### config.mk
export PLATFORM = sky130hd
export DESIGN_NAME = msss_dist
export DESIGN_NICKNAME = d
export VERILOG_FILES = /design/src/hw/rtl/msss_pkg.sv /design/src/hw/rtl/msss_dist.sv
export SDC_FILE = /design/constraint.sdc
export NUM_CORES = 2
export LEC_CHECK = 0
export BUFFER_PORTS_ARGS = -buffer_cell sky130_fd_sc_hd__buf_4
export CAP_MARGIN = 0
export CORE_ASPECT_RATIO = 1.25
export CORE_MARGIN = 5
export CORE_UTILIZATION = 46
export CTS_CLUSTER_DIAMETER = 150
export CTS_CLUSTER_SIZE = 16
export DETAILED_ROUTE_END_ITERATION = 16
export HOLD_SLACK_MARGIN = 0.08
export SETUP_SLACK_MARGIN = 0.4
export SLEW_MARGIN = 30
export SYNTH_ARGS = -nofsm -noshare
export SYNTH_HDL_FRONTEND = slang
export SYNTH_SLANG_ARGS = --single-unit
### constraint.sdc
create_clock -name clk -period 18.7 [get_ports clk]
set_input_delay 0.935 -clock clk [delete_from_list [all_inputs] [get_ports clk]]
set_output_delay 0.935 -clock clk [all_outputs]
set_load 0.005 [all_outputs]
### src/hw/rtl/msss_pkg.sv
// shared types, widths and codes for the masked candidate snap select block
package msss_pkg;

	localparam int TARGET_DEPTH = 1024;
	localparam int COORD_BITS   = 24;
	localparam int ADDR_BITS    = $clog2(TARGET_DEPTH);
	localparam int INDEX_BITS   = 10;
	localparam int COUNT_BITS   = 11;
	localparam int DIST_BITS    = 52;
	localparam int MAG_BITS     = COORD_BITS + 1;
	localparam int SQ_BITS      = 2 * MAG_BITS;
	localparam int SUM_BITS     = SQ_BITS + 2;
	localparam int WIDE_BITS    = (SUM_BITS > DIST_BITS) ? SUM_BITS : DIST_BITS;
	localparam int CFG_IDX_BITS = 3;
	localparam int CFG_DAT_BITS = 11;

	typedef enum logic [CFG_IDX_BITS-1:0] {
		REG_SNAP_MODE          = 3'd0,
		REG_USE_POINT_MASK     = 3'd1,
		REG_INVERT_POINT_MASK  = 3'd2,
		REG_USE_TARGET_MASK    = 3'd3,
		REG_INVERT_TARGET_MASK = 3'd4,
		REG_TARGET_COUNT       = 3'd5
	} cfg_reg_t;

	localparam logic [1:0] MODE_LEAST   = 2'd0;
	localparam logic [1:0] MODE_NEAREST = 2'd1;

	localparam logic KIND_LOAD  = 1'b0;
	localparam logic KIND_QUERY = 1'b1;

	typedef struct packed {
		logic                         kind;
		logic [INDEX_BITS-1:0]        entry_index;
		logic signed [COORD_BITS-1:0] pos_x;
		logic signed [COORD_BITS-1:0] pos_y;
		logic signed [COORD_BITS-1:0] pos_z;
		logic                         tag;
		logic                         has_candidate;
		logic                         last_candidate;
	} in_item_t;

	typedef struct packed {
		logic signed [COORD_BITS-1:0] out_x;
		logic signed [COORD_BITS-1:0] out_y;
		logic signed [COORD_BITS-1:0] out_z;
		logic                         snapped;
	} out_item_t;

	typedef struct packed {
		logic                  tag;
		logic [COORD_BITS-1:0] x;
		logic [COORD_BITS-1:0] y;
		logic [COORD_BITS-1:0] z;
	} target_t;

	localparam int TARGET_BITS = $bits(target_t);

endpackage

### src/hw/rtl/msss_dist.sv
// squared distance unit: registered squares, then a capped sum
module msss_dist (
	input  logic                           clk,
	input  logic [msss_pkg::COORD_BITS-1:0] point_x,
	input  logic [msss_pkg::COORD_BITS-1:0] point_y,
	input  logic [msss_pkg::COORD_BITS-1:0] point_z,
	input  msss_pkg::target_t              target,
	output logic [msss_pkg::DIST_BITS-1:0]  distance
);
	import msss_pkg::*;

	localparam logic [DIST_BITS-1:0] DIST_MAX = '1;

	logic [SQ_BITS-1:0]   sq_x_s2, sq_y_s2, sq_z_s2;
	logic [SUM_BITS-1:0]  sum;
	logic [WIDE_BITS-1:0] sum_wide;

	function automatic logic [SQ_BITS-1:0] square_diff(
		input logic [COORD_BITS-1:0] a,
		input logic [COORD_BITS-1:0] b
	);
		logic [MAG_BITS-1:0] diff;
		logic [MAG_BITS-1:0] mag;
		diff = {a[COORD_BITS-1], a} - {b[COORD_BITS-1], b};
		mag  = diff[MAG_BITS-1] ? (~diff + 1'b1) : diff;
		return SQ_BITS'(mag) * SQ_BITS'(mag);
	endfunction

	always_ff @(posedge clk) begin
		sq_x_s2 <= square_diff(point_x, target.x);
		sq_y_s2 <= square_diff(point_y, target.y);
		sq_z_s2 <= square_diff(point_z, target.z);
	end

	assign sum      = SUM_BITS'(sq_x_s2) + SUM_BITS'(sq_y_s2) + SUM_BITS'(sq_z_s2);
	assign sum_wide = WIDE_BITS'(sum);
	assign distance = (sum_wide > WIDE_BITS'(DIST_MAX)) ? DIST_MAX : DIST_BITS'(sum);

endmodule

Word-level counts from Yosys, hierarchy flattened:

Cells that the tools add are included.

* register bits after elaboration: 150
* bits in latches: 0
* RAM bits: 0
* memory bits (read-only): 0
* input bits: 146
* output and inout bits: 52
* logic and storage cells: 22
* memories kept: 0

* add/sub/neg operators: 8
* multipliers: 3
* div/mod/pow operators: 0
* order comparisons: 1
* eq/ne operators: 0
* shifts and indexed selects: 0
* multiplexer cells: 4
* bitwise operators: 3
* reduce and logical (&&, ||, !) cells: 0

Operator list (number)
* multiplier 25 x 25 -> 50 bit: 3
* adder 25 x 1 -> 25 bit (second input constant): 3
* two-way mux 25 bit: 3
* NOT 25 bit: 3
* subtractor 24 x 24 -> 25 bit: 3
* adder 51 x 50 -> 52 bit: 1
* > comparator 52 bit (second input constant): 1
* two-way mux 52 bit: 1
* adder 50 x 50 -> 51 bit: 1

Depth between registers and ports, before layout:

* depth after elaboration: 5
* gate-level depth with buffers: 43
* mapped depth without buffers: 41

Worst setup path before layout:

No wires, ideal clock.

* path kind: in2reg
* start point: input port point_z[0] in the netlist's numbering
* end point: register sq_z_s2[49]
* arrival time: 10689 ps
* setup slack: 7938 ps
* cell stages on the path: 37
* cell sequence: inv_1 -> ha_1 -> fa_1 -> nor2b_1 -> o31ai_1 -> a21oi_1 -> o211ai_1 -> nand3b_1 -> or4_1 -> or3_4 -> o31ai_1 -> xnor2_1 -> clkbuf_1 -> nand2_1 -> fa_1 -> inv_1 -> fa_1 -> fa_1 -> inv_1 -> fa_1 -> inv_1 -> fa_1 -> inv_1 -> fa_1 -> inv_1 -> fa_1 -> ha_1 -> and4_1 -> nand2_1 -> or2_2 -> o22ai_1 -> o211ai_1 -> a311o_1 -> o41ai_1 -> a41oi_1 -> o31ai_1 -> xnor2_1

* word-level cells in the longest chain between the ends: 5

RTL lines
* from (decl): RTL line msss_dist.sv:6 `input logic [msss_pkg::COORD_BITS-1:0] point_z,`
* subtractor 24 x 24 -> 25 bit (*): RTL line msss_dist.sv:24 `diff = {a[COORD_BITS-1], a} - {b[COORD_BITS-1], b};`
* NOT 25 bit: RTL line msss_dist.sv:25 `mag = diff[MAG_BITS-1] ? (~diff + 1'b1) : diff;`
* adder 25 x 1 -> 25 bit: RTL line msss_dist.sv:25
* two-way mux 25 bit (*): RTL line msss_dist.sv:25
* multiplier 25 x 25 -> 50 bit (*): RTL line msss_dist.sv:26 `return SQ_BITS'(mag) * SQ_BITS'(mag);`
* to (signal assigned): RTL line msss_dist.sv:32 `sq_z_s2 <= square_diff(point_z, target.z);`
* to (decl): RTL line msss_dist.sv:14 `logic [SQ_BITS-1:0] sq_x_s2, sq_y_s2, sq_z_s2;`

Every way passes the cells marked *; elsewhere a longest branch is shown, timed or not.

Final worst setup path:

* start point: input port point_x[0] in the netlist's numbering
* end point: register sq_x_s2[49]

* word-level cells in the longest chain between the ends: 5

RTL lines
* from (decl): RTL line msss_dist.sv:4 `input logic [msss_pkg::COORD_BITS-1:0] point_x,`
* subtractor 24 x 24 -> 25 bit (*): RTL line msss_dist.sv:24
* NOT 25 bit: RTL line msss_dist.sv:25
* adder 25 x 1 -> 25 bit: RTL line msss_dist.sv:25
* two-way mux 25 bit (*): RTL line msss_dist.sv:25
* multiplier 25 x 25 -> 50 bit (*): RTL line msss_dist.sv:26
* to (signal assigned): RTL line msss_dist.sv:30 `sq_x_s2 <= square_diff(point_x, target.x);`
* to (decl): RTL line msss_dist.sv:14

Marks and branches as above.

==> impl_metrics.env <==
export IMPL_finalHoldViolCount=0
export IMPL_setup_viol=0
export IMPL_cp_slowest_stage_delay_ns=0.84
export IMPL_syn_inst=7245
export IMPL_clkSlewWorstSetupHoldPaths_ns=0.08
export IMPL_cap_violations=0
export IMPL_rsz0062_at_grt="false"
export IMPL_finalSetupTns_ns=0
export IMPL_drcViolationCount=0
export IMPL_die_area_sq_mm=0.148
export IMPL_timing_final_crit_period_ns=12.43
export IMPL_die_w_um=345
export IMPL_slowest_stage="clkinv_1"
export IMPL_drt_vias_per_instance=5.25
export IMPL_use_met2=0.425
export IMPL_wirelength_mm=175
export IMPL_place_gp_congestion=0.913
export IMPL_top_usage_layer="met2"
export IMPL_antenna_found_initial=1
export IMPL_hold_slack_ns=1.38
export IMPL_yosysMostFrequentCell="inv_1"
export IMPL_grt_max_degree=30
export IMPL_ys_ff_latch=147
export IMPL_drt_initial_drc_count=2825
export IMPL_placementRows=153
export IMPL_fin_crit_sh=0.665
export IMPL_fin_area_sq_mm=0.0692
export IMPL_required_ns=18.98
export IMPL_synth_cell_types=93
export IMPL_core_sq_mm=0.139
export IMPL_grt_pass1_wl_mm=283
export IMPL_htreeDepth=4
export IMPL_status="completed"
export IMPL_area_delta_synth_final_pct=7.45
export IMPL_syn_mean_instance_area_sq_um=8.89
export IMPL_root_buffer="clkbuf_16"
export IMPL_hold_class="input pin to register"
export IMPL_crit_fanout=18
export IMPL_postCtsSetupBuffers=0
export IMPL_final_util=0.497
export IMPL_cts_tree="yes"
export IMPL_grt_total_usage=0.243
export IMPL_start_kind="input pin"
export IMPL_critPathBufInv=10
export IMPL_cp_arrival_ns=12.71
export IMPL_fmax_ghz=0.0805
export IMPL_die_y_um=428
export IMPL_clockBufferDepth=2
export IMPL_synth_edf_count=0
export IMPL_endpoint_kind="register"
export IMPL_globalRouteOverflowTotal=0
export IMPL_wl_per_cell_um=18.8
export IMPL_placed_cell_area_sq_mm=0.0686
export IMPL_worst_pin_slew_ns=0.979
export IMPL_use_met1=0.312
export IMPL_path_delay_family="adder cells"
export IMPL_drtPass1Iterations=6
export IMPL_postCtsHoldBufs=0
export IMPL_ant_nets=0
export IMPL_ctsResizeCount=0
export IMPL_drive_gt1_frac=0.0574
export IMPL_pin_count=198
export IMPL_initial_core_util=0.463
export IMPL_ys_warn_count=0
export IMPL_yosysTopAreaCell="fa_1"
export IMPL_clock_sinks=147
export IMPL_dp_hpwl_mm=145
export IMPL_critPathKind="input pin to register"
export IMPL_num_vias=48675
export IMPL_n_fill_cell=13396
export IMPL_crit_top_cell="fa_1"
export IMPL_maxSlewViolCount=0
export IMPL_grt_pass1_vias=53145
export IMPL_seq_area_frac_synth=0.0457
export IMPL_slew_headroom=0.342
export IMPL_yosys_most_used_dff="dfxtp_1"
export IMPL_io_buffers=196
export IMPL_async_flop_share=0
export IMPL_layout_nets=9670
export IMPL_gr_usage_met3=0.0292
export IMPL_cts_made_buffers=17
export IMPL_synthesis_area_sq_mm=0.0644
export IMPL_synth_common_cells="1850 x inv_1, 1458 x fa_1, 663 x nor2_1, 660 x ha_1, 576 x nand2_1"
export IMPL_synth_top_cell_area_share=0.453
export IMPL_synth_area_top_cells="fa_1 45%, ha_1 13%, inv_1 11%"
==> sequential cells by signal (all words and copies together), names as in the netlist <==
name / cells
sq_x_s2: 49
sq_y_s2: 49
sq_z_s2: 49
==> layout by cell type, fill, tap and decap left out, types with 38 or more instances in the layout <==
master and n:
xnor2_1 206, nor2_1 663, o21ai_0 149, nor3_1 58, nand2b_1 92, xor2_1 79
a21o_1 124, a21oi_1 255, o21a_1 38, inv_1 1850, fa_1 1458, dfxtp_1 147
ha_1 660, nand3_1 62, conb_1 57, nand2_1 576, buf_4 295
==> path summary, 6_finish.rpt <==
| path | to | start | cells past startpoint | slack (ns) |
|---|---|---|---|---|
| setup / recovery | sq_x_s2[49] | point_x[0] | 40 | 6.27 |
| hold / removal | sq_y_s2[2] | target[25] | 6 | 1.38 |
==> tightest hold or removal path: stages <==
cell	delay, ns
buf_4	0.09
fa_1	0.22
ha_1	0.17
a21oi_1	0.06
buf_4	0.22
nor2_1	0.10
==> metal layers <==
metal,up-vias,wire length (um),part of all wire
met5,-,0,0
met4,0,7070,0.040
met3,315,10300,0.059
met2,1415,86700,0.50
met1,24604,70600,0.40
li1,22341,-,-
==> metrics by stage <==
step	std cells	worst slack (ns)
2_1_floorplan	7300	7.94
6_report	9280	6.27
3_5_place_dp	9246	5.86
4_1_cts	9278	6.34
5_1_grt	9279	5.64
3_3_place_gp	9246	5.95
==> logic make-up after synthesis <==
family / count (synthesis) / synth area share
other: 2 / 0.000117
adders and majority gates: 2118 / 0.581
AOI/OAI and AO/OA: 862 / 0.0873
buffers and inverters: 2074 / 0.121
xor gates and xnor gates: 307 / 0.0421
muxes: 12 / 0.00198
DFF: 147 / 0.0457
and+or+nand+nor: 1723 / 0.120
==> cell type report <==
class,count,area [sq um],share of cell area
repair buffers,296,2230,0.0322
clock buffers,17,425,0.00615
flip-flops and latches,147,2940,0.0425
clock inverters,15,199,0.00287
diodes,1,2.50,0.0000362
multi-input cells,5079,54100,0.782
inverters,1865,7000,0.101
well taps,1860,2330,0.0336
Power is not shown: default switching activity piles up to over one toggle a cycle in this logic, so the estimate is an artifact.
