--- config.mk ---
export PLATFORM = sky130hd
export DESIGN_NAME = msss_ram
export DESIGN_NICKNAME = d
export VERILOG_FILES = /design/src/hw/rtl/msss_ram.sv
export SDC_FILE = /design/constraint.sdc
export NUM_CORES = 1
export LEC_CHECK = 0
export ABC_AREA = 1
export BUFFER_PORTS_ARGS = -buffer_cell sky130_fd_sc_hd__buf_2
export CAP_MARGIN = 5
export CORE_ASPECT_RATIO = 1.75
export CORE_MARGIN = 5
export CORE_UTILIZATION = 35
export DETAILED_ROUTE_END_ITERATION = 10
export GPL_TIMING_DRIVEN = 0
export MAX_ROUTING_LAYER = met4
export PLACE_DENSITY = 0.5
export SLEW_MARGIN = 20
export SYNTH_ARGS = -nofsm -noshare
export SYNTH_HDL_FRONTEND = slang
export SYNTH_SLANG_ARGS = --single-unit
export TNS_END_PERCENT = 20
--- constraint.sdc ---
create_clock -name clk -period 1.2 [get_ports clk]
set_input_delay 0.24 -clock clk [delete_from_list [all_inputs] [get_ports clk]]
set_output_delay 0.24 -clock clk [all_outputs]
set_load 0.05 [all_outputs]
--- src/hw/rtl/msss_ram.sv ---
// generic single-clock ram, one write port and one registered read port
module msss_ram #(
	parameter int WIDTH = 8,
	parameter int DEPTH = 16
) (
	input  logic                     clk,
	input  logic                     we,
	input  logic [$clog2(DEPTH)-1:0] waddr,
	input  logic [WIDTH-1:0]         wdata,
	input  logic [$clog2(DEPTH)-1:0] raddr,
	output logic [WIDTH-1:0]         rdata
);

	logic [WIDTH-1:0] mem [DEPTH];
	logic [WIDTH-1:0] rdata_q;

	always_ff @(posedge clk) begin
		if (we) begin
			mem[waddr] <= wdata;
		end
		rdata_q <= mem[raddr];
	end

	assign rdata = rdata_q;

endmodule

Word level (Yosys, flattened, before mapping)
Memories as Yosys holds them, arrays and structs flattened. A register that Yosys moved wholly into a read port is not among the register bits.
Index checks and enable logic that the tools add are counted.
Widths: inputs -> output; s select.
{"block": "word_totals", "regBits": 0, "ramBits": 128, "output_inout_bits": 8, "mem_count": 1}
{"block": "op_classes", "muxes": 2}
{"memory": "mem", "words": 16, "width": 8, "rd": 1, "rd_clocked_by_memory_dff": 1, "write_ports": 1, "line": "14", "rtl": "logic [WIDTH-1:0] mem [DEPTH];"}
{"operator": "$mux 1", "count": 2}

Longest topological paths before layout
Gate-level depths: netlist (run 1).
{"block": "depth", "depth_word": 2, "ltp_mapped": 8, "mapped_depth_nobuf": 7}

Least setup slack after synthesis (run 1)
No wires, ideal clock.
{"block": "synth_timing", "path_type": "input port to flip-flop", "startpoint": "in waddr[3]", "endpoint": "mem mem[4][0] (enable)", "setup_ns": 0.370, "arrival_ns": 0.821, "t_required_ns": 0.830, "path_slack_ns": 0.009, "cell_stages": 2, "path_cell_list": "nand3b_1 nor2_1"}
{"item": "from (decl)", "line": "8", "rtl": "input logic [$clog2(DEPTH)-1:0] waddr,"}
{"item": "to (decl)", "line": "14"}
Straight into the memory's write port.

Worst setup path after layout (run 1)
{"block": "layout_timing", "startpoint": "in waddr[2]", "endpoint": "mem mem[8][4] (enable)"}
Straight into the memory's write port.

==> key figures, run 1 <==
Route
  – Pre-antenna DRT Iters: 5
  – Vias: 3,783
  – DRC violations left: 0
  – Initial drt markers: 228
  – Antenna Violating Nets Remaining: 0
  – WL/cell: 18.88 um
  – Total Wirelength: 15,050 um
  – Via/cell ratio: 4.747

Clock tree
  – Root Buffer: clkbuf_16
  – Hold Buf Count CTS: 0
  – Total CTS buffers: 17
  – CTS tree: yes
  – Skew-Pair Late Insertion Delay: 420 ps
  – Clock sinks: 136
  – Clock tree buffer depth: 2
  – Htree depth: 4
  – Clk slew on worst S/H paths: 60 ps

Timing
  – Relative slew slack: 46.28%
  – Final setup viols: 16
  – Post-route setup slack: -42.24 ps
  – Worst slew pin tran: 802.9 ps
  – Unrepaired setup endpoints after global routing: true
  – Max Slew Vio Count: 0
  – Fin. Hold Viols: 0
  – Clock skew: 8.348 ps
  – Crit share post-route: 103.5%
  – Max Clock Freq: 805.0 MHz
  – Post-route minimum period: 1242 ps

Logic synthesis
  – Mean Syn Cell Area: 10.47 um2
  – Post-Synthesis Cells: 551
  – Area contributors post-synth: edfxtp_1 67%, nand2_1 11%, nand3_1 8.4%
  – Yosys reg bits: 136
  – Syn Std Cell Area: 0.005767 mm2
  – Largest area contributor in the netlist: edfxtp_1
  – Ys Warns: 0
  – Seq/Total Area, Yosys: 69.43%
  – Post-synthesis cell type count: 12
  – Synth top area share: 66.65%
  – Syn nets: 569

Power
  – Tot Pwr: 11.47 mW
  – Leak Pwr: 2.896 nW
  – Psw: 2.642 mW
  – Pwr/cell area: 1696 mW/mm2
  – Internal power: 8.824 mW
  – Combinational power share: 7.3%
  – Reg power frac: 46.5%
  – Power share of the clock group: 46.2%
  – Sw frac: 23.04%
  – Max rail drop VDD: 803.1 uV

Floorplanning
  – Die width: 107.0 um
  – Die Y: 179.8 um
  – Initial Utilization: 35.40%
  – Ports: 26
  – Total core area: 0.01629 mm2
  – Rows: 62
  – Total Die Area: 0.01924 mm2

Critical path
  – WP data required: 1240 ps
  – Worst path max stage delay: 640 ps
  – CP Launch Point: waddr[2]
  – Maximum fanout along the worst path: 8
  – Critical Path, Cell by Cell: buf_2, nand3b_1, nor2_1
  – RR Endpoint: rdata[1]
  – Setup CP Type: in -> reg
  – Worst Setup EP: mem[8][4]
  – Worst Setup Start Kind: input port
  – CP max-delay cell: nor2_1
  – Worst reg2reg setup slack: 150 ps
  – CP endpoint kind: flip-flop
  – Reg2reg start: mem[4][1]
  – Worst Path Arrival: 1280 ps
  – Worst reg2reg path depth: 6

Run status
  – Failing checks: negative setup slack
  – Status: complete, but fails checks

Final layout
  – Multi-input logic area: 0.001236 mm2
  – Inserted Diodes: 0
  – Area growth, synth to finish: 17.25%
  – Share of cells above drive strength 1: 14.21%
  – Final #Nets: 610
  – Post-route cell area: 0.006761 mm2
  – Post-layout util: 41.51%
  – Fillers: 1,570
  – Seq. cell area: 0.004004 mm2

Placed design
  – Placed Area: 0.006117 mm2
  – IO buf count: 22
  – DP HPWL: 10,470 um
  – Final GP Congestion: 0.9670
  – DP Worst Slack: -525.2 ps

Global routing
  – Initial antenna violation count: 0
  – Congestion Overflow GR: 0
  – Vias in the first global route: 3,660
  – First-pass GRT wire length: 22,110 um
  – Largest net degree at the start of global routing: 17
  – Tot GR Track Use: 16.69%

Min path
  – HP Class: in -> reg

Job
  – Max Cap Viol: 0
==> placed cells by master, fill, tap and decap left out <==
master / n
nor2_1: 8
nand2_1: 173
buf_6: 6
buf_4: 12
buf_2: 27
clkinvlp_4: 4
buf_1: 1
nor2_2: 9
inv_2: 2
nand3_1: 97
edfxtp_1: 128
dfxtp_1: 8
clkbuf_16: 17
bufinv_16: 3
clkinv_2: 1
clkbuf_1: 2
inv_1: 100
clkinv_4: 1
inv_6: 4
nand3b_1: 2
==> power by group through the flow <==
stage	clock network, mW	registers [mW]	logic [mW]
detailed placement	0	5.44	0.817
global placement	0	5.43	0.813
CTS	5.36	5.34	0.841
global route	5.59	5.34	0.902
finish	5.29	5.34	0.837
floorplan	0	5.54	0.375
==> metal layers <==
layer | share of wire, % | global-route usage, % | routed length [um]
met5 | 0 | - | 0
met3 | 3.5 | 3.661 | 525
met2 | 55 | 29.52 | 8273
met4 | 3.8 | 7.783 | 574
met1 | 38 | 17.29 | 5671
==> how the worst min path moves through the flow <==
stage                    start  slack, ps         to  cells after the start
floorplan             wdata[0]        340  mem[0][0]                      0
global placement    mem[10][6]        660   rdata[6]                      6
detailed placement  mem[11][6]        650   rdata[6]                      6
CTS                   wdata[2]        230  mem[5][2]                      1
global route          wdata[2]        230  mem[5][2]                      1
finish                wdata[2]        240  mem[9][2]                      1
==> registers in the layout, summed over array words and instances, names as in the netlist <==
name / cells
rdata: 8
mem: 128
==> Yosys cell counts (all sizes together) <==
master,n
buf,24
dfxtp,8
edfxtp,128
inv,102
nand2,173
nand3,97
nand3b,2
nor2,17
==> through the flow <==
step	setup TNS [ps]	cells	hold slack, ps
floorplan	0	551	338.9
global placement	-53200	765	659.3
detailed placement	-55220	765	647.3
CTS	-1592	797	232.3
global route	-920.3	797	233.7
finish	-532.3	797	239.9
==> repair_timing <==
action | CTS | global route
endpoints found under the hold margin | 0 | 0
setup endpoints to repair | 48 | 56
buffers inserted | 0 | 0
gates resized for setup | 12 | 5
==> cell families after synthesis <==
group | synth area share, %
buf+inv | 9.525
flops | 69.43
simple gates | 21.05
==> final cells by class <==
| class | instances | area share (%) |
|---|---|---|
| sequential | 136 | 59.22 |
| multi-input combinational | 289 | 18.28 |
| clock buffer | 19 | 6.403 |
| inverter | 102 | 5.662 |
| tap | 192 | 3.553 |
| clock inverter | 13 | 2.498 |
| buffer | 24 | 2.461 |
| timing repair buffer | 22 | 1.925 |
==> worst max-delay path, delay by kind of cell <==
family / cells / cell delay, ps
buf+inv: 1 / 120
simple gates: 2 / 920
Note: power is estimated with default switching activity, not from simulation.
==> run 2, diff against run 1 <==
- ABC_AREA: 1 -> not set
- CELL_PAD_IN_SITES_DETAIL_PLACEMENT: not set -> 1
- CELL_PAD_IN_SITES_GLOBAL_PLACEMENT: not set -> 1
- GPL_ROUTABILITY_DRIVEN: not set -> 0
- PLACE_DENSITY: 0.5 -> 0.55
==> run 2 against run 1 <==
- the run still ends with negative setup slack left
- via count fell by 36%
- clock skew is 0.52 ps higher
- combinational power decreased by 16%
- critical path depth unchanged
- power is 2.3% lower
- clock power fell by 3%
- register-to-register slack worse by 270 ps
- worst setup slack worse by 97 ps
- highest routed layer unchanged
- global-route usage fell by 2.1 points
- hold slack got worse by 6.9 ps
- non-clock buffer count down 12
- first-iteration DRC count down 61%
==> key figures, run 2 <==
Run status
  – Status: complete, but fails checks
  – Failing checks: negative setup slack

Final layout
  – Inserted Diodes: 0
  – Largest Register: mem
  – Share of cells above drive strength 1: 40.00%
  – Post-layout util: 42.96%
  – Final #Nets: 290
  – Largest register FFs: 128
  – Area growth, synth to finish: 20.52%
  – Post-route cell area: 0.006203 mm2
  – Most common cell after layout, fill and taps aside: edfxtp_1
  – Most frequent cells in the layout: 128 x edfxtp_1, 28 x mux4_2, 17 x clkbuf_16

Critical path
  – Largest delay share family, worst path: simple AND/OR/NAND/NOR gates
  – Worst Setup Start Kind: input port
  – Bufs and invs on worst path: 1
  – Setup CP Type: in -> reg
  – Worst reg2reg setup slack: -120 ps
  – Maximum fanout along the worst path: 8
  – WP data required: 1240 ps
  – Worst path max stage delay: 690 ps
  – CP endpoint kind: flip-flop
  – RR Endpoint: rdata[0]
  – Critical Path, Cell by Cell: buf_2, nand2b_1, nor2_1
  – CP max-delay cell: nor2_1
  – Reg2reg start: mem[3][0]
  – Worst Path Arrival: 1380 ps
  – Worst reg2reg path depth: 3

Power
  – Sw frac: 21.23%
  – Leak Pwr: 2.004 nW
  – Power share of the clock group: 46.0%
  – Reg power frac: 47.7%
  – Internal power: 8.823 mW
  – Pwr/cell area: 1806 mW/mm2
  – Psw: 2.378 mW
  – Combinational power share: 6.3%
  – Max rail drop VDD: 787.5 uV

Route
  – Total Wirelength: 11,320 um
  – Antenna Violating Nets Remaining: 0
  – Initial drt markers: 89
  – WL/cell: 24.34 um
  – DRC violations left: 0
  – Pre-antenna DRT Iters: 4
  – Via/cell ratio: 5.191
  – Vias: 2,414

Placed design
  – DP HPWL: 7466 um
  – DP Worst Slack: -598.6 ps
  – Placed Area: 0.005539 mm2
  – IO buf count: 24

Clock tree
  – Clk slew on worst S/H paths: 60 ps
  – Total CTS buffers: 17
  – Clock tree buffer depth: 2
  – Htree depth: 4
  – Root Buffer: clkbuf_16
  – Clock sinks: 136
  – Skew-Pair Late Insertion Delay: 410 ps
  – Post-CTS Setup Bufs: 0
  – CTS tree: yes

Min path
  – Worst Hold Launch: wdata[6]
  – Hold path cells: 1
  – HP Class: in -> reg
  – Hold EP: mem[14][6]

Floorplanning
  – Total Die Area: 0.01733 mm2
  – Total core area: 0.01444 mm2
  – Die Y: 170.4 um
  – Initial Utilization: 35.64%
  – Rows: 58
  – Ports: 26
  – Die width: 101.7 um

Logic synthesis
  – Post-synthesis cell type count: 19
  – Ys Warns: 0
  – Top FF cell, synth: edfxtp_1
  – Yosys reg bits: 136
  – Largest area contributor in the netlist: edfxtp_1
  – Synth top area share: 74.67%
  – Area contributors post-synth: edfxtp_1 75%, mux4_2 7.9%, mux4_1 7.1%
  – Post-synthesis async set-or-reset flop share: 0%
  – Commonest cells post-synth: 128 x edfxtp_1, 18 x mux4_2, 16 x a22oi_1, 14 x mux4_1, 13 x nor2_1
  – Mean Syn Cell Area: 22.48 um2
  – Syn nets: 247
  – Count leader, synth: edfxtp_1
  – Number of flops mapped to enable cells by yosys: 128
  – Post-Synthesis Cells: 229
  – Syn Std Cell Area: 0.005147 mm2
  – Seq/Total Area, Yosys: 77.78%

Job
  – Max Cap Viol: 0

Global routing
  – Initial antenna violation count: 0
  – Congestion Overflow GR: 0
  – Tot GR Track Use: 14.55%
  – First-pass GRT wire length: 16,760 um
  – Largest net degree at the start of global routing: 17
  – Vias in the first global route: 2,656

Timing
  – Crit share post-route: 111.6%
  – Clock skew: 8.871 ps
  – Relative slew slack: 43.63%
  – Unrepaired setup endpoints after global routing: true
  – Fin. Hold Viols: 0
  – Post-route setup slack: -138.8 ps
  – Max Clock Freq: 747.0 MHz
  – Worst slew pin tran: 842.4 ps
  – Final setup viols: 56
  – Max Slew Vio Count: 0
  – Post-route minimum period: 1339 ps
run 2: repair_timing:
item,CTS,global route
endpoints found under the setup margin,112,68
gates resized for setup,36,4
hold endpoints to repair,0,0
pin swaps,10,1
hold buffers,0,0
run 2: worst reg2reg max path: cells and delay by family (launching register included):
family,cells,cell delay (ps)
mux,1,510
flops,1,370
simple gates,1,100
compound gates,1,220
run 2: layer usage:
metal  part of all wire (%)  GRT usage [%]  up-vias
li1                       -              -     1053
met1                     39          15.84     1285
met2                     56          25.63       57
met3                    2.8          3.404       19
met4                    1.4          5.035        0
met5                      0              -        -
run 2: cell type report:
type	instances	area (um2)
Fill cell	1318	8238
Sequential cell	136	4004
Multi-Input combinational cell	83	1136
Clock buffer	19	432.9
Tap cell	180	225.2
Timing Repair Buffer	24	166.4
Clock inverter	13	152.6
Buffer	10	86.33
run 2: cells by family after synthesis:
logic type / share of synthesized area (%)
DFF: 77.78
and+or+nand+nor: 3.184
muxes: 15.02
AOI/OAI and AO/OA: 2.334
buffers and inverters: 1.677
run 2: how the worst max path moves through the flow:
stage            endpoint  depth (start not counted)     start  slack [ps]
6_report        mem[9][0]                          3  waddr[1]        -140
5_1_grt         mem[9][6]                          3  waddr[1]        -250
4_1_cts         mem[5][2]                          3  waddr[1]        -160
3_5_place_dp   mem[10][1]                          3  waddr[0]        -600
3_3_place_gp   mem[12][7]                          3        we        -830
2_1_floorplan   mem[4][0]                          2  waddr[3]        -230
run 2: stage by stage:
stage / total power, mW / hold slack (ps) / std cells / setup TNS (ps)
6_report: 11.20 / 233.1 / 465 / -3988
5_1_grt: 11.55 / 229.8 / 465 / -9149
4_1_cts: 11.30 / 228.4 / 465 / -5203
3_5_place_dp: 6.096 / 659.4 / 433 / -65770
3_3_place_gp: 6.071 / 640.2 / 433 / -71630
2_1_floorplan: 5.820 / 338.9 / 229 / -7216
run 2: power groups by stage:
stage | logic (mW) | clock network [mW] | registers, mW
floorplan | 0.277 | 0 | 5.54
global placement | 0.644 | 0 | 5.43
detailed placement | 0.658 | 0 | 5.44
CTS | 0.717 | 5.24 | 5.34
global route | 0.754 | 5.44 | 5.35
finish | 0.707 | 5.15 | 5.34
==> run 3, diff against run 2 <==
- TNS_END_PERCENT: 20 -> 30
==> run 3 against run 2 <==
- the flow still finishes with violations (negative setup slack)
- clock power rose by 12%
- sequential share of layout area is 0.88 points lower
- critical path depth is the same
- combinational power down 0.6%
- first-iteration DRC count rose by 34%
- non-clock buffer count is the same
- core utilization up 0.61 points
- critical endpoint is now rdata[1]
- power rose by 5.7%
==> key figures, run 3 (same netlist as run 2, synthesis figures left out) <==
Run status
  – Status: complete, but fails checks
  – Failing checks: negative setup slack

Clock tree
  – Clock sinks: 136
  – CTS tree: yes
  – Htree depth: 4
  – Root Buffer: clkbuf_16
  – Clock tree buffer depth: 2
  – Skew-Pair Late Insertion Delay: 410 ps
  – Post-CTS Setup Bufs: 0
  – Clk slew on worst S/H paths: 60 ps
  – Total CTS buffers: 17
  – Hold Buf Count CTS: 0

Critical path
  – Worst path max stage delay: 540 ps
  – CP endpoint kind: flip-flop
  – WP data required: 1500 ps
  – Worst Path Arrival: 1640 ps
  – Largest delay share family, worst path: multiplexers
  – Setup CP Type: reg -> reg
  – Maximum fanout along the worst path: 1
  – Bufs and invs on worst path: 0
  – CP max-delay cell: mux4_2
  – Critical Path, Cell by Cell: mux4_2, a22oi_2, nand2_1
  – Worst Setup Start Kind: flip-flop

Timing
  – Fin. Hold Viols: 0
  – Unrepaired setup endpoints after global routing: true
  – Relative slew slack: 47.92%
  – Crit share post-route: 111.5%
  – Clock skew: 8.026 ps
  – Hold slack: 231.2 ps
  – Final setup viols: 8
  – Post-route setup slack: -137.5 ps
  – Max Slew Vio Count: 0
  – Worst slew pin tran: 778.4 ps
  – Post-route minimum period: 1337 ps
  – Max Clock Freq: 747.7 MHz

Placed design
  – Placed Area: 0.005544 mm2
  – DP HPWL: 7420 um
  – IO buf count: 24

Route
  – Total Wirelength: 11,120 um
  – Via/cell ratio: 5.084
  – Initial drt markers: 119
  – DRC violations left: 0
  – Pre-antenna DRT Iters: 4
  – Vias: 2,364
  – Antenna Violating Nets Remaining: 0
  – WL/cell: 23.91 um

Final layout
  – Most common cell after layout, fill and taps aside: edfxtp_1
  – Post-route cell area: 0.006291 mm2
  – Area growth, synth to finish: 22.22%
  – Largest register FFs: 128
  – Largest Register: mem
  – Most frequent cells in the layout: 128 x edfxtp_1, 28 x mux4_2, 17 x clkbuf_16
  – Final #Nets: 290
  – Inserted Diodes: 0
  – Share of cells above drive strength 1: 40.70%

Floorplanning
  – Die Y: 170.4 um
  – Ports: 26
  – Total Die Area: 0.01733 mm2
  – Total core area: 0.01444 mm2
  – Rows: 58
  – Initial Utilization: 35.64%
  – Die width: 101.7 um

Global routing
  – Congestion Overflow GR: 0
  – Vias in the first global route: 2,552
  – Tot GR Track Use: 14.39%
  – First-pass GRT wire length: 16,240 um
  – Initial antenna violation count: 0
  – Largest net degree at the start of global routing: 17

Min path
  – HP Class: in -> reg

Power
  – Pwr/cell area: 1882 mW/mm2
  – Leak Pwr: 2.038 nW
  – Max rail drop VDD: 1285 uV

Job
  – Max Cap Viol: 0
[run 3: changes by cell type in the layout (fill, tap and decap cells not counted), moves of 2 or more]
cell       change
clkinv_2       -2
a22oi_2        -2
bufinv_16      +3
nor3_4         +2
nor2_2         +2
a22oi_1        +2
nor2_1         -3
nor3_2         -2
[run 3: final timing paths]
kind                   start         to  slack (ps)  depth (start not counted)
hold reg to reg   mem[14][1]   rdata[1]         690                          3
setup / recovery   mem[3][1]   rdata[1]        -140                          3
hold / removal      wdata[5]  mem[4][5]         230                          1
setup reg to reg   mem[3][1]   rdata[1]        -140                          3
[run 3: final cells by class]
class / count / area (um2)
timing repair buffer: 24 / 166.4
tap: 180 / 225.2
clock inverter: 13 / 224.0
buffer: 10 / 86.33
sequential: 136 / 4005
clock buffer: 19 / 432.9
fill: 1325 / 8150
multi-input combinational: 83 / 1151
[run 3: where the power goes]
group	internal [mW]	switching, mW
clock network	3.89	1.91
logic	0.260	0.443
registers	5.31	0.0306
total	9.46	2.38
[run 3: what timing repair did]
| action | 4_1_cts | 5_1_grt |
|---|---|---|
| setup endpoints to repair | 104 | 75 |
| pin swaps | 11 | 1 |
| hold endpoints to repair | 0 | 0 |
| gates cloned | 0 | 0 |
| resized for setup | 31 | 15 |
[run 3: per-stage QoR]
stage / utilization (%) / std cells / TNS [ps] / total power, mW / worst slack [ps]
6_report: 43.56 / 465 / -678.7 / 11.84 / -137.5
5_1_grt: 43.56 / 465 / -1881 / 12.19 / -173.9
4_1_cts: 43.18 / 465 / -6553 / 11.90 / -143.5
3_5_place_dp: 38.39 / 433 / -64940 / 6.093 / -596.0
3_3_place_gp: 38.32 / 433 / -70160 / 6.071 / -827.1
2_1_floorplan: - / 229 / -6637 / 5.822 / -231.6
[run 3: routing by layer]
metal,vias to the layer above,share of wire [%],track usage [%]
li1,1049,-,-
met1,1252,40,16.09
met2,49,55,24.14
met3,14,3.0,3.733
met4,0,2.0,6.019
met5,-,0,-
